--- src/sv/rssp_pkg.sv ---
// Shared types and constants of the sensor stream parser.
package rssp_pkg;

  // Framing and packet id codes
  localparam logic [7:0] HEADER_BYTE = 8'd19;
  localparam logic [7:0] ID_BUMP_CODE = 8'd7;
  localparam logic [7:0] ID_DIST_CODE = 8'd19;
  localparam logic [7:0] ID_ANGLE_CODE = 8'd20;
  localparam logic [7:0] ID_BUTTON_CODE = 8'd18;
  localparam logic [7:0] BUMP_MASK = 8'h03;
  localparam logic [7:0] PLAY_MASK = 8'h01;

  // Parser phase
  typedef enum logic [2:0] {
    PH_HEADER,
    PH_LENGTH,
    PH_ID,
    PH_DATA,
    PH_CHECK
  } phase_t;

  // Packet kind decoded from an id byte
  typedef enum logic [2:0] {
    KIND_OTHER,
    KIND_BUMP,
    KIND_BUTTON,
    KIND_DIST,
    KIND_ANGLE
  } kind_t;

  // Classified byte as it travels from front to back
  typedef struct packed {
    logic [7:0] rx_byte;
    logic       is_header;
    logic       is_zero;
    logic       bump_set;
    logic       play_set;
    kind_t      kind;
  } q_item_t;

  // One result item
  typedef struct packed {
    logic [31:0] distance_total;
    logic [31:0] angle_total;
    logic [7:0]  bumper_flags;
    logic        bump_event;
    logic        play_event;
    logic        frame_end;
    logic        frame_error;
  } res_t;

endpackage

--- src/sv/rssp_ifs.sv ---
// Handshake channel interfaces of the sensor stream parser.
interface rssp_in_if;
  logic       valid;
  logic       ready;
  logic [7:0] rx_byte;

  modport source (output valid, output rx_byte, input ready);
  modport sink (input valid, input rx_byte, output ready);
endinterface

interface rssp_out_if;
  logic              valid;
  logic              ready;
  logic signed [31:0] distance_total;
  logic signed [31:0] angle_total;
  logic [7:0]        bumper_flags;
  logic              bump_event;
  logic              play_event;
  logic              frame_end;
  logic              frame_error;

  modport source (output valid, output distance_total, output angle_total,
                  output bumper_flags, output bump_event, output play_event,
                  output frame_end, output frame_error, input ready);
  modport sink (input valid, input distance_total, input angle_total,
                input bumper_flags, input bump_event, input play_event,
                input frame_end, input frame_error, output ready);
endinterface

interface rssp_cfg_if;
  logic valid;
  logic ready;
  logic stream_enable;

  modport source (output valid, output stream_enable, input ready);
  modport sink (input valid, input stream_enable, output ready);
endinterface

--- src/sv/rssp_front.sv ---
// Front end: accept stream bytes and classify them for the parser.
module rssp_front (
  rssp_in_if.sink            in_ch,
  input  logic               q_full,
  output logic               push,
  output rssp_pkg::q_item_t  push_item
);
  import rssp_pkg::*;

  // Accept whenever the queue has room
  assign in_ch.ready = !q_full;
  assign push        = in_ch.valid && !q_full;

  // Classify the byte for every role it may play
  always_comb begin
    push_item.rx_byte   = in_ch.rx_byte;
    push_item.is_header = (in_ch.rx_byte == HEADER_BYTE);
    push_item.is_zero   = (in_ch.rx_byte == 8'd0);
    push_item.bump_set  = ((in_ch.rx_byte & BUMP_MASK) != 8'd0);
    push_item.play_set  = ((in_ch.rx_byte & PLAY_MASK) != 8'd0);
    case (in_ch.rx_byte)
      ID_BUMP_CODE:   push_item.kind = KIND_BUMP;
      ID_BUTTON_CODE: push_item.kind = KIND_BUTTON;
      ID_DIST_CODE:   push_item.kind = KIND_DIST;
      ID_ANGLE_CODE:  push_item.kind = KIND_ANGLE;
      default:        push_item.kind = KIND_OTHER;
    endcase
  end

endmodule

--- src/sv/rssp_queue.sv ---
// Short queue of classified items between front and back.
module rssp_queue #(
  parameter int DEPTH = 2
) (
  input  logic              clk,
  input  logic              rst_n,
  input  logic              push,
  input  rssp_pkg::q_item_t push_item,
  output logic              full,
  input  logic              pop,
  output logic              q_valid,
  output rssp_pkg::q_item_t q_item
);
  import rssp_pkg::*;

  localparam int PTR_W = (DEPTH > 1) ? $clog2(DEPTH) : 1;
  localparam int CNT_W = $clog2(DEPTH + 1);

  q_item_t            slots_r [DEPTH];
  logic [PTR_W-1:0]   wr_ptr_r, wr_ptr_nxt;
  logic [PTR_W-1:0]   rd_ptr_r, rd_ptr_nxt;
  logic [CNT_W-1:0]   count_r, count_nxt;
  logic               do_push;
  logic               do_pop;

  assign full    = (count_r == CNT_W'(DEPTH));
  assign q_valid = (count_r != '0);
  assign q_item  = slots_r[rd_ptr_r];
  assign do_push = push && !full;
  assign do_pop  = pop && q_valid;

  // Advance pointers with explicit wrap
  always_comb begin
    wr_ptr_nxt = wr_ptr_r;
    rd_ptr_nxt = rd_ptr_r;
    count_nxt  = count_r;
    if (do_push) begin
      wr_ptr_nxt = (wr_ptr_r == PTR_W'(DEPTH - 1)) ? '0 : wr_ptr_r + PTR_W'(1);
    end
    if (do_pop) begin
      rd_ptr_nxt = (rd_ptr_r == PTR_W'(DEPTH - 1)) ? '0 : rd_ptr_r + PTR_W'(1);
    end
    if (do_push && !do_pop) begin
      count_nxt = count_r + CNT_W'(1);
    end else if (do_pop && !do_push) begin
      count_nxt = count_r - CNT_W'(1);
    end
  end

  always_ff @(posedge clk) begin
    if (!rst_n) begin
      wr_ptr_r <= '0;
      rd_ptr_r <= '0;
      count_r  <= '0;
    end else begin
      wr_ptr_r <= wr_ptr_nxt;
      rd_ptr_r <= rd_ptr_nxt;
      count_r  <= count_nxt;
    end
  end

  // Store the pushed item
  always_ff @(posedge clk) begin
    if (do_push) begin
      slots_r[wr_ptr_r] <= push_item;
    end
  end

endmodule

--- src/sv/rssp_back.sv ---
// Back end: frame state machine, running totals and result register.
module rssp_back #(
  parameter int SUM_BITS = 32
) (
  input  logic              clk,
  input  logic              rst_n,
  input  logic              stream_enable,
  input  logic              q_valid,
  input  rssp_pkg::q_item_t q_item,
  output logic              pop,
  output logic              out_valid,
  input  logic              out_ready,
  output rssp_pkg::res_t    res
);
  import rssp_pkg::*;

  phase_t              phase_r, phase_nxt;
  logic [7:0]          payload_left_r, payload_left_nxt;
  kind_t               kind_r, kind_nxt;
  logic                data_index_r, data_index_nxt;
  logic [7:0]          high_byte_r, high_byte_nxt;
  logic [SUM_BITS-1:0] dist_sum_r, dist_sum_nxt;
  logic [SUM_BITS-1:0] angle_sum_r, angle_sum_nxt;
  logic [7:0]          bumper_latch_r, bumper_latch_nxt;
  logic                bump_was_set_r, bump_was_set_nxt;
  logic                play_was_set_r, play_was_set_nxt;
  logic                error_latch_r, error_latch_nxt;
  logic                out_valid_r, out_valid_nxt;
  res_t                res_r, res_nxt;
  logic [7:0]          left_dec;
  logic [SUM_BITS-1:0] delta;
  logic                done;
  logic                bump_ev;
  logic                play_ev;
  logic                fend;

  // Take the next item when the result slot is free or being drained
  assign pop       = q_valid && (!out_valid_r || out_ready);
  assign out_valid = out_valid_r;
  assign res       = res_r;
  assign left_dec  = payload_left_r - 8'd1;
  assign delta     = SUM_BITS'(signed'({high_byte_r, q_item.rx_byte}));

  // Next state and per-item flags
  always_comb begin
    phase_nxt        = phase_r;
    payload_left_nxt = payload_left_r;
    kind_nxt         = kind_r;
    data_index_nxt   = data_index_r;
    high_byte_nxt    = high_byte_r;
    dist_sum_nxt     = dist_sum_r;
    angle_sum_nxt    = angle_sum_r;
    bumper_latch_nxt = bumper_latch_r;
    bump_was_set_nxt = bump_was_set_r;
    play_was_set_nxt = play_was_set_r;
    error_latch_nxt  = error_latch_r;
    done             = 1'b1;
    bump_ev          = 1'b0;
    play_ev          = 1'b0;
    fend             = 1'b0;
    if (pop && !error_latch_r) begin
      if (!stream_enable) begin
        phase_nxt      = PH_HEADER;
        data_index_nxt = 1'b0;
      end else begin
        case (phase_r)
          PH_HEADER: begin
            if (q_item.is_header) begin
              phase_nxt = PH_LENGTH;
            end else begin
              error_latch_nxt = 1'b1;
            end
          end
          PH_LENGTH: begin
            payload_left_nxt = q_item.rx_byte;
            data_index_nxt   = 1'b0;
            phase_nxt        = q_item.is_zero ? PH_CHECK : PH_ID;
          end
          PH_ID: begin
            kind_nxt         = q_item.kind;
            data_index_nxt   = 1'b0;
            payload_left_nxt = left_dec;
            phase_nxt        = (left_dec == 8'd0) ? PH_CHECK : PH_DATA;
          end
          PH_DATA: begin
            case (kind_r)
              KIND_BUMP: begin
                bump_ev          = q_item.bump_set && !bump_was_set_r;
                bump_was_set_nxt = q_item.bump_set;
                bumper_latch_nxt = q_item.rx_byte;
              end
              KIND_BUTTON: begin
                play_ev          = q_item.play_set && !play_was_set_r;
                play_was_set_nxt = q_item.play_set;
              end
              KIND_DIST, KIND_ANGLE: begin
                if (!data_index_r) begin
                  high_byte_nxt  = q_item.rx_byte;
                  data_index_nxt = 1'b1;
                  done           = 1'b0;
                end else begin
                  if (kind_r == KIND_DIST) begin
                    dist_sum_nxt = dist_sum_r + delta;
                  end else begin
                    angle_sum_nxt = angle_sum_r + delta;
                  end
                  data_index_nxt = 1'b0;
                end
              end
              default: begin
                // unknown id: skip its one data byte
              end
            endcase
            payload_left_nxt = left_dec;
            // cut a packet short at the payload's end
            if (left_dec == 8'd0) begin
              data_index_nxt = 1'b0;
              phase_nxt      = PH_CHECK;
            end else if (done) begin
              phase_nxt = PH_ID;
            end
          end
          PH_CHECK: begin
            fend      = 1'b1;
            phase_nxt = PH_HEADER;
          end
          default: begin
            phase_nxt = PH_HEADER;
          end
        endcase
      end
    end
  end

  // Build the result item and the output valid
  always_comb begin
    res_nxt.distance_total = 32'(signed'(dist_sum_nxt));
    res_nxt.angle_total    = 32'(signed'(angle_sum_nxt));
    res_nxt.bumper_flags   = bumper_latch_nxt;
    res_nxt.bump_event     = bump_ev;
    res_nxt.play_event     = play_ev;
    res_nxt.frame_end      = fend;
    res_nxt.frame_error    = error_latch_nxt;
    if (pop) begin
      out_valid_nxt = 1'b1;
    end else if (out_ready) begin
      out_valid_nxt = 1'b0;
    end else begin
      out_valid_nxt = out_valid_r;
    end
  end

  // Hold control and running state
  always_ff @(posedge clk) begin
    if (!rst_n) begin
      phase_r        <= PH_HEADER;
      payload_left_r <= '0;
      kind_r         <= KIND_OTHER;
      data_index_r   <= 1'b0;
      high_byte_r    <= '0;
      dist_sum_r     <= '0;
      angle_sum_r    <= '0;
      bumper_latch_r <= '0;
      bump_was_set_r <= 1'b0;
      play_was_set_r <= 1'b0;
      error_latch_r  <= 1'b0;
      out_valid_r    <= 1'b0;
    end else begin
      phase_r        <= phase_nxt;
      payload_left_r <= payload_left_nxt;
      kind_r         <= kind_nxt;
      data_index_r   <= data_index_nxt;
      high_byte_r    <= high_byte_nxt;
      dist_sum_r     <= dist_sum_nxt;
      angle_sum_r    <= angle_sum_nxt;
      bumper_latch_r <= bumper_latch_nxt;
      bump_was_set_r <= bump_was_set_nxt;
      play_was_set_r <= play_was_set_nxt;
      error_latch_r  <= error_latch_nxt;
      out_valid_r    <= out_valid_nxt;
    end
  end

  // Load the result register on each taken item
  always_ff @(posedge clk) begin
    if (pop) begin
      res_r <= res_nxt;
    end
  end

  // Error stays set until reset
  a_error_sticky: assert property (@(posedge clk) disable iff (!rst_n)
    error_latch_r |=> error_latch_r)
    else $error("frame error latch cleared without reset");

  // A bump event always comes with a bumper bit set
  a_bump_flags: assert property (@(posedge clk) disable iff (!rst_n)
    (out_valid_r && res_r.bump_event) |-> (res_r.bumper_flags[1:0] != 2'b00))
    else $error("bump event without bumper bit");

  // One byte raises at most one event
  a_one_event: assert property (@(posedge clk) disable iff (!rst_n)
    out_valid_r |-> $onehot0({res_r.bump_event, res_r.play_event, res_r.frame_end}))
    else $error("more than one event on one item");

  // A checksum byte returns the parser to header search
  a_end_to_header: assert property (@(posedge clk) disable iff (!rst_n)
    (pop && fend) |=> (phase_r == PH_HEADER))
    else $error("frame end did not return to header search");

endmodule

--- src/sv/robot_sensor_stream_parser.sv ---
// Top level of the sensor stream parser.
//
// Usage: feed the received sensor stream one byte per item on in_ch. Each
// accepted byte yields exactly one result item on out_ch carrying the
// running distance and angle totals, the latest bumper flag byte, bump and
// play events, a frame end flag and the sticky frame error.
// cfg_ch writes stream_enable; it is always ready. While it is 0 bytes are
// consumed but ignored and the parser waits for a header.
// A byte accepted on in_ch is written into the front queue; the back end
// takes it when the result slot is free or being drained and loads the
// result register, which drives out_ch.valid.
// Throughput: one byte per cycle while out_ch does not stall.
// When out_ch stalls, the held result stays in the output register and
// the queue (QUEUE_DEPTH entries) absorbs bytes; in_ch.ready drops only
// when the queue is full.
// Reset (rst_n low, synchronous) clears the totals, flags, error, queue
// and stream_enable; the first result after reset reflects the first byte.
module robot_sensor_stream_parser #(
  parameter int SUM_BITS    = 32,
  parameter int QUEUE_DEPTH = 2
) (
  input  logic          clk,
  input  logic          rst_n,
  rssp_in_if.sink       in_ch,
  rssp_out_if.source    out_ch,
  rssp_cfg_if.sink      cfg_ch
);
  import rssp_pkg::*;

  logic     stream_enable_r;
  logic     q_full;
  logic     push;
  q_item_t  push_item;
  logic     pop;
  logic     q_valid;
  q_item_t  q_item;
  res_t     res;

  // Configuration register
  assign cfg_ch.ready = 1'b1;

  always_ff @(posedge clk) begin
    if (!rst_n) begin
      stream_enable_r <= 1'b0;
    end else if (cfg_ch.valid) begin
      stream_enable_r <= cfg_ch.stream_enable;
    end
  end

  rssp_front u_front (
    .in_ch     (in_ch),
    .q_full    (q_full),
    .push      (push),
    .push_item (push_item)
  );

  rssp_queue #(
    .DEPTH (QUEUE_DEPTH)
  ) u_queue (
    .clk       (clk),
    .rst_n     (rst_n),
    .push      (push),
    .push_item (push_item),
    .full      (q_full),
    .pop       (pop),
    .q_valid   (q_valid),
    .q_item    (q_item)
  );

  rssp_back #(
    .SUM_BITS (SUM_BITS)
  ) u_back (
    .clk           (clk),
    .rst_n         (rst_n),
    .stream_enable (stream_enable_r),
    .q_valid       (q_valid),
    .q_item        (q_item),
    .pop           (pop),
    .out_valid     (out_ch.valid),
    .out_ready     (out_ch.ready),
    .res           (res)
  );

  // Drive the result channel
  assign out_ch.distance_total = res.distance_total;
  assign out_ch.angle_total    = res.angle_total;
  assign out_ch.bumper_flags   = res.bumper_flags;
  assign out_ch.bump_event     = res.bump_event;
  assign out_ch.play_event     = res.play_event;
  assign out_ch.frame_end      = res.frame_end;
  assign out_ch.frame_error    = res.frame_error;

endmodule

--- src/flat_wrapper.sv ---
// flat-port wrapper written by rule: the top's interface ports become plain ports
module robot_sensor_stream_parser_flat import rssp_pkg::*;
#(
  parameter int SUM_BITS    = 32,
  parameter int QUEUE_DEPTH = 2
)
  (clk, rst_n, in_ch_valid, in_ch_rx_byte, in_ch_ready, out_ch_valid, out_ch_distance_total, out_ch_angle_total, out_ch_bumper_flags, out_ch_bump_event, out_ch_play_event, out_ch_frame_end, out_ch_frame_error, out_ch_ready, cfg_ch_valid, cfg_ch_stream_enable, cfg_ch_ready);
  rssp_in_if in_ch_i ();
  rssp_out_if out_ch_i ();
  rssp_cfg_if cfg_ch_i ();
  input  logic clk;
  input  logic rst_n;
  input wire logic [$bits(in_ch_i.valid)-1:0] in_ch_valid;
  input wire logic [$bits(in_ch_i.rx_byte)-1:0] in_ch_rx_byte;
  output wire logic [$bits(in_ch_i.ready)-1:0] in_ch_ready;
  output wire logic [$bits(out_ch_i.valid)-1:0] out_ch_valid;
  output wire logic [$bits(out_ch_i.distance_total)-1:0] out_ch_distance_total;
  output wire logic [$bits(out_ch_i.angle_total)-1:0] out_ch_angle_total;
  output wire logic [$bits(out_ch_i.bumper_flags)-1:0] out_ch_bumper_flags;
  output wire logic [$bits(out_ch_i.bump_event)-1:0] out_ch_bump_event;
  output wire logic [$bits(out_ch_i.play_event)-1:0] out_ch_play_event;
  output wire logic [$bits(out_ch_i.frame_end)-1:0] out_ch_frame_end;
  output wire logic [$bits(out_ch_i.frame_error)-1:0] out_ch_frame_error;
  input wire logic [$bits(out_ch_i.ready)-1:0] out_ch_ready;
  input wire logic [$bits(cfg_ch_i.valid)-1:0] cfg_ch_valid;
  input wire logic [$bits(cfg_ch_i.stream_enable)-1:0] cfg_ch_stream_enable;
  output wire logic [$bits(cfg_ch_i.ready)-1:0] cfg_ch_ready;
  assign in_ch_i.valid = in_ch_valid;
  assign in_ch_i.rx_byte = in_ch_rx_byte;
  assign in_ch_ready = in_ch_i.ready;
  assign out_ch_valid = out_ch_i.valid;
  assign out_ch_distance_total = out_ch_i.distance_total;
  assign out_ch_angle_total = out_ch_i.angle_total;
  assign out_ch_bumper_flags = out_ch_i.bumper_flags;
  assign out_ch_bump_event = out_ch_i.bump_event;
  assign out_ch_play_event = out_ch_i.play_event;
  assign out_ch_frame_end = out_ch_i.frame_end;
  assign out_ch_frame_error = out_ch_i.frame_error;
  assign out_ch_i.ready = out_ch_ready;
  assign cfg_ch_i.valid = cfg_ch_valid;
  assign cfg_ch_i.stream_enable = cfg_ch_stream_enable;
  assign cfg_ch_ready = cfg_ch_i.ready;
  robot_sensor_stream_parser #(.SUM_BITS(SUM_BITS), .QUEUE_DEPTH(QUEUE_DEPTH)) u_core (.clk(clk), .rst_n(rst_n), .in_ch(in_ch_i), .out_ch(out_ch_i), .cfg_ch(cfg_ch_i));
endmodule
--- config.mk ---
export PLATFORM = sky130hd
export DESIGN_NAME = robot_sensor_stream_parser_flat
export DESIGN_NICKNAME = d
export VERILOG_FILES = /design/src/sv/rssp_pkg.sv /design/src/sv/rssp_ifs.sv /design/src/sv/rssp_front.sv /design/src/sv/rssp_queue.sv /design/src/sv/rssp_back.sv /design/src/sv/robot_sensor_stream_parser.sv /design/src/flat_wrapper.sv
export SDC_FILE = /design/constraint.sdc
export NUM_CORES = 1
export LEC_CHECK = 0
export BUFFER_PORTS_ARGS = -buffer_cell sky130_fd_sc_hd__buf_2
export CELL_PAD_IN_SITES_DETAIL_PLACEMENT = 0
export CELL_PAD_IN_SITES_GLOBAL_PLACEMENT = 1
export CORE_UTILIZATION = 44
export DETAILED_ROUTE_END_ITERATION = 12
export PLACE_DENSITY = 0.72
export SETUP_SLACK_MARGIN = 0.1
export SLEW_MARGIN = 40
export SYNTH_ARGS = -nofsm -noshare
export SYNTH_HDL_FRONTEND = slang
export SYNTH_SLANG_ARGS = --single-unit
--- constraint.sdc ---
create_clock -name clk -period 5.9 [get_ports clk]
set_input_delay 0.295 -clock clk [delete_from_list [all_inputs] [get_ports clk]]
set_output_delay 0.295 -clock clk [all_outputs]
set_load 0.02 [all_outputs]
==> results.md, run 1 <==
- First-pass GRT wire length: 43.79 mm
- Layout cells sized above 1: 12.62%
- Commonest cells post-synth: nand2_1, a21oi_1, dfxtp_1
- Post-synth ARST share: 0%
- Setup crit start kind: flip-flop
- Netlist cell types: 73
- CP endpoint kind: flip-flop
- Reg clk slew, reported paths: 60 ps
- Max-cap viol count: 0
- Setup TNS Final: 0 ps
- Initial antenna violation count: 0
- Worst-Skew Late Latency: 530 ps
- Synthesized area per cell: 9.423 µm²
- Initial DRC Count: 443
- DR vias: 8820
- Chip Width: 162.2 µm
- Post-Syn Area: 11290 µm²
- Initial core utilization: 44.83%
- I/O Pins: 93
- Maximum vdd ir drop: 0.2862 mV
- Core area: 25180 µm²
- Final Hold Viols: 0
- Yosys top cell by area: edfxtp_1
- Lkg Pwr: 0.005426 µW
- Adder-Cell Fraction of Synth Area: 7.559%
- Row count: 58
- H-Tree Depth: 1
- Seq/Total Area, Yosys: 46.29%
- Top-area cell type share of the netlist area: 27.67%
- EDFF count, synth: 104
- CTS Buf Count: 24
- Most common cell in the netlist: nand2_1
- Worst Skew: 16.19 ps
- Max stage delay on crit path: 560 ps
- Largest delay share family, worst path: compound AO/OA/AOI/OAI gates
- Arr. time, crit path: 4680 ps
- PwrDens: 342.9 nW/µm²
- Antenna diodes: 0
- Rel. slew slack: 47.27%
- Total gr overflow: 0
- Critical-path top delay cell: dfxtp_1
- Required time of the worst setup path: 6170 ps
- Ys Warns: 0
- Hold_ws: 25.78 ps
- Syn Nets: 1279
- Pre-CTS WS: 1564 ps
- Cts hold-fix bufs: 6
- CP Class: flip-flop to flip-flop
- Main combinational cell family by area after synthesis: compound AO/OA/AOI/OAI gates
- Cells after synthesis: 1198
- Area growth syn-to-layout: 14.79%
- Largest net degree at the start of global routing: 58
- Routed wire per std cell: 16.75 µm
- Drt total wl: 27.16 mm
- Xor/xnor share of the synthesized area: 3.647%
- Setup Viol. Count Final: 0
- CP Cell Sequence: mux2i_1 > inv_1 > ha_1 > fa_1 > a21o_1 > a21o_1 > a211oi_1 > o31ai_1 > a221oi_2 > nor3_1 > mux2i_1 > or2_1
- Mux cell area share after synthesis: 3.203%
- Final period util: 74.75%
- Most used DFF post-synth: dfxtp_1
- Residual DRC: 0
- Fmax: 226.8 MHz
- Post-synthesis simple-gate area fraction: 17.73%
- I/O Buffers: 91
- Final GP Congestion: 0.8962
- Post-route worst setup slack: 1490 ps
- Drt pass-1 iters: 5
- Ranking of synthesized cells by area: edfxtp_1, dfxtp_1, ha_1, nand2_1, a21oi_1
- Slew Viols, Final: 0
- Post-DR vias/cell: 5.438
- CP max FO: 8
- DP HPWL: 19.06 mm
- Global router's overall resource usage: 20.87%
- Post-route antenna net violation count: 0
- CTS Root Cell: clkbuf_16
- Cell area after layout: 12960 µm²
- Die H: 162.2 µm
- Seq cells post-synth: 209
- Cts repair resizes: 0
- Setup Buffers After CTS: 0
- Die area: 26300 µm²
- Unrepaired setup endpoints after global routing: no
- Final Power: 4443 µW
- Synth Area in Compound Gates: 18.57%
- Post-layout net count: 1355
- Clock Path Buffers: 3
- CTS tree: built
- Worst hold-check path type: primary input to flip-flop
- Fin crit period: 4410 ps
- Slew @ Worst Pin: 790.9 ps
- Sink Count: 209
- Vias in the first global route: 8521
- Dpl cell area: 12040 µm²
- Status: completed
- Buf/Inv on CP: 1
cell families after synthesis:
logic type                 count (synthesis)
and+or+nand+nor                          420
AOI/OAI and AO/OA                        331
DFF                                      209
buffers and inverters                     88
adders and majority gates                 67
xor gates and xnor gates                  47
muxes                                     35
other                                      1
cell type report:
type                       count  area (µm²)
multi-input combinational    901        5747
timing repair buffer         107       603.1
tap                          330       412.9
clock buffer                  33       685.7
sequential                   209        5225
fill                        2331       12220
clock inverter                11       166.4
inverter                      31       117.6
routing by layer:
layer	GRT usage, %	vias up	wire length [µm]
li1	-	4511	-
met5	0	-	0
met2	34.94	167	12480
met1	27.97	4095	12930
met4	6.389	0	770
met3	2.732	47	980
worst paths after layout:
path                                                   start                            to  slack [ps]  cells after the start
worst max register to register                     flip-flop         u_core.u_back.res[38]        1490                     12
worst min-delay path                            cfg_ch_valid        u_core.stream_enable_r          30                      3
worst min register to register  u_core.u_back.angle_sum_r[6]  u_core.u_back.angle_sum_r[6]         480                      2
worst max-delay path                               flip-flop         u_core.u_back.res[38]        1490                     12
power breakdown:
part | switching (µW) | total (µW) | internal, µW
registers | 80.8 | 1920 | 1840
clock network | 596 | 1580 | 988
logic | 674 | 941 | 267
layout by cell type, fill, tap and decap left out, types with 29 or more instances in the layout:
cell,Yosys,routed
a21o_1,36,36
a21oi_1,116,116
and2_1,47,47
buf_2,1,91
dfxtp_1,105,105
edfxtp_1,104,104
ha_1,65,65
inv_1,31,29
nand2_1,165,165
nor2_1,86,85
o21ai_1,42,42
xnor2_1,30,30
registers in the layout, indices dropped and copies added, names as in the netlist, 2 cells and up, named ones only:
| name | flops |
|---|---|
| u_core.u_back.payload_left_r | 8 |
| u_core.u_back.dist_sum_r | 32 |
| u_core.u_back.phase_r | 3 |
| u_core.u_back.res | 76 |
| u_core.u_queue.count_r | 2 |
| u_core.u_back.kind_r | 3 |
| u_core.u_queue.slots_r | 28 |
| u_core.u_back.high_byte_r | 8 |
| u_core.u_back.bumper_latch_r | 8 |
| u_core.u_back.angle_sum_r | 32 |
tightest hold or removal path, stage by stage:
cell     delay (ps)
buf_2            80
mux2i_1          60
nor2_1           80
metrics by stage:
step	util (%)	std cells
4_1_cts	51.45	1622
5_1_grt	51.46	1622
3_5_place_dp	47.82	1572
3_3_place_gp	47.78	1572
2_1_floorplan	-	1198
6_report	51.46	1622
No activity file was read; power rests on OpenSTA's default activity.
==> inputs of run 2 (changes only) <==
Settings changed: ABC_AREA from default to 1, PLACE_DENSITY 0.72 to 0.75.
Clock period 5.9 ns to 4.3 ns, I/O delays scaled along.
==> results.md, run 2 <==
- Final Hold Viols: 0 (unchanged)
- Met2 WL: 15.07 mm (+21%)
- Cells after synthesis: 1633 (+36%)
- CTS Buf Count: 24 (unchanged)
- Ranking of synthesized cells by area: edfxtp_1, dfxtp_1, nand2_1, inv_1, ha_1
- Max-cap viol count: 0 (unchanged)
- Max Used Layer: met4
- Die H: 168.7 µm (+4.0%)
- Fmax: 307.5 MHz (+36%)
- Clock Path Buffers: 3 (unchanged)
- Worst hold-check path type: primary input to flip-flop
- I/O Buffers: 91 (unchanged)
- Final core utilization: 51.55% (+0.095 points)
- Reg clk slew, reported paths: 60 ps (about the same)
- Top-area cell type share of the netlist area: 25.54% (-2.1 points)
- Synthesized area per cell: 7.489 µm² (-21%)
- Setup Viol. Count Final: 0 (unchanged)
- Required time of the worst setup path: 4590 ps (-1580 ps)
- Fin crit period: 3252 ps (-1158 ps)
- Post-DR vias/cell: 4.992 (-8.2%)
- Maximum vdd ir drop: 0.9331 mV (+230%)
- Antenna diodes: 0 (unchanged)
- Setup crit start kind: flip-flop
- Cts hold-fix bufs: 11 (+5)
- H-Tree Depth: 1 (unchanged)
- Seq cells post-synth: 209 (unchanged)
- I/O Pins: 93 (unchanged)
- CP endpoint kind: flip-flop
- Area growth syn-to-layout: 14.24%
- DP HPWL: 25.63 mm (+35%)
- Cts repair resizes: 0 (unchanged)
- Syn Nets: 1714 (+34%)
- M1 WL: 16.18 mm (+25%)
- Drt total wl: 33.41 mm (+23%)
- Lkg Pwr: 0.006791 µW (+25%)
- EDFF count, synth: 104 (unchanged)
- Post-layout net count: 1822 (+34%)
- Die area: 28460 µm² (+8.2%)
- Crit path capture: u_core.u_back.res[66]
- Setup TNS Final: 0 ps (unchanged)
- DR vias: 10.64k (+21%)
- Total gr overflow: 0 (unchanged)
- Initial core utilization: 45.12% (+0.30 points)
- CP Class: flip-flop to flip-flop
- Yosys top cell by area: edfxtp_1
- Sink Count: 209 (unchanged)
- Post-Syn Area: 12230 µm² (+8.3%)
- Max reg flops: 76 (unchanged)
- Commonest cells post-synth: nand2_1, inv_1, nor2_1
- Seq/Total Area, Yosys: 42.73% (-3.6 points)
- Slew @ Worst Pin: 808.7 ps (+17.76 ps)
- Capturing point of the worst reg2reg path: u_core.u_back.res[66]
- Drt pass-1 iters: 5 (unchanged)
- Chip Width: 168.7 µm (+4.0%)
- Layout cells sized above 1: 11.88% (-0.73 points)
- R2r worst-path depth: 18 (+6)
- Ys Warns: 0 (unchanged)
- Worst Skew: 12.49 ps (-3.703 ps)
- Post-synth ARST share: 0% (unchanged)
- CP max FO: 14 (+6)
- Unrepaired setup endpoints after global routing: no
- Initial DRC Count: 584 (+32%)
- Initial antenna violation count: 0 (unchanged)
- Largest net degree at the start of global routing: 85 (+47%)
- Vias in the first global route: 10.24k (+20%)
- Row count: 60 (+3.4%)
- Residual DRC: 0 (unchanged)
- Arr. time, crit path: 3540 ps (-1140 ps)
- Most used DFF post-synth: dfxtp_1
- Status: completed
- Slew Viols, Final: 0 (unchanged)
- CTS tree: built
- Core area: 27100 µm² (+7.6%)
- Rel. slew slack: 45.89% (-1.4 points)
- Post-route antenna net violation count: 0 (unchanged)
- Routed wire per std cell: 15.68 µm (-6.4%)
- Netlist cell types: 43 (-41%)
- Fillers: 2720 (+17%)
- Final period util: 75.62% (+0.88 points)
- Most common cell in the netlist: nand2_1
- Setup Buffers After CTS: 0 (unchanged)
- Most frequent cells in the layout: nand2_1, inv_1, nor2_1
- PwrDens: 449.8 nW/µm² (+31%)
- CTS Root Cell: clkbuf_16
- Commonest non-fill, non-tap cell in the layout: nand2_1
- Met3 wire length: 1.367 mm (+39%)
- Global router's overall resource usage: 24.18% (+3.3 points)
- R2R Setup Slk: 1050 ps (-440 ps)
- First-pass GRT wire length: 53.97 mm (+23%)
- Worst-Skew Late Latency: 530 ps (about the same)
- Final GP Congestion: 0.9030 (+0.76%)
==> run 2: kinds of logic after synthesis <==
logic type	after synthesis	share of synthesized area, %
fa+ha+maj	67	6.978
compound gates	251	11.35
buf+inv	307	9.975
flops	209	42.73
simple gates	768	26.80
other cells	1	0.03066
xor+xnor	30	2.149
==> run 2: metrics by stage <==
stage          hold WS [ps]  std cells  setup WS [ps]  total power [µW]  area, µm²
4_1_cts               95.11       2131           1031              6368      13970
3_3_place_gp          433.7       2076           1084              4239      13050
6_report              116.1       2131           1048              6284      13970
3_5_place_dp          441.6       2076           1045              4253      13060
5_1_grt               150.8       2131          719.4              6592      13970
2_1_floorplan         313.9       1633           1590              3730      12230
==> run 2: critical path: stages, from the launching register on <==
cell and delay [ps]:
dfxtp_1 320, inv_1 150, or2_2 310, o21ai_0 110, inv_1 210, ha_1 270
fa_1 470, nand3_1 100, nand2_1 170, nand2_1 110, nand2_1 100, nand3_1 90
nand2_1 150, nand2_1 120, nand2_1 60, nand2_1 50, nand3_1 60, nand2_1 110
inv_1 40
==> run 2: power by group <==
group          internal, µW  leakage, µW  switching [µW]
combinational           392      0.00454            1130
clock                  1220     0.000375             865
sequential             2570      0.00187             108
==> run 2: final cells by class <==
cell class,instances,area (µm²),area share [%]
multi-input cells,1117,5789,41.44
flip-flops and latches,209,5225,37.40
inverters,276,1037,7.424
repair buffers,113,651.9,4.666
clock buffers,29,619.3,4.433
well taps,372,465.4,3.332
clock inverters,15,182.7,1.308
==> run 2: worst min path at each step <==
stage | startpoint | to | slack (ps) | cells after the start
after global placement | in_ch_rx_byte[6] | u_core.u_queue.slots_r[0][13] | 430 | 1
after global routing | rst_n | u_core.u_back.data_index_r | 150 | 3
after detailed placement | in_ch_rx_byte[7] | u_core.u_queue.slots_r[0][14] | 440 | 1
after CTS | in_ch_valid | u_core.u_queue.wr_ptr_r | 100 | 5
final | in_ch_valid | u_core.u_queue.wr_ptr_r | 120 | 5
after floorplan | in_ch_rx_byte[3] | u_core.u_queue.slots_r[0][10] | 310 | 0
==> run 2: routing by layer <==
metal	track usage, %	up-vias
li1	-	5498
met1	33.56	4873
met2	39.87	217
met3	2.642	49
met4	6.759	0
met5	0	-
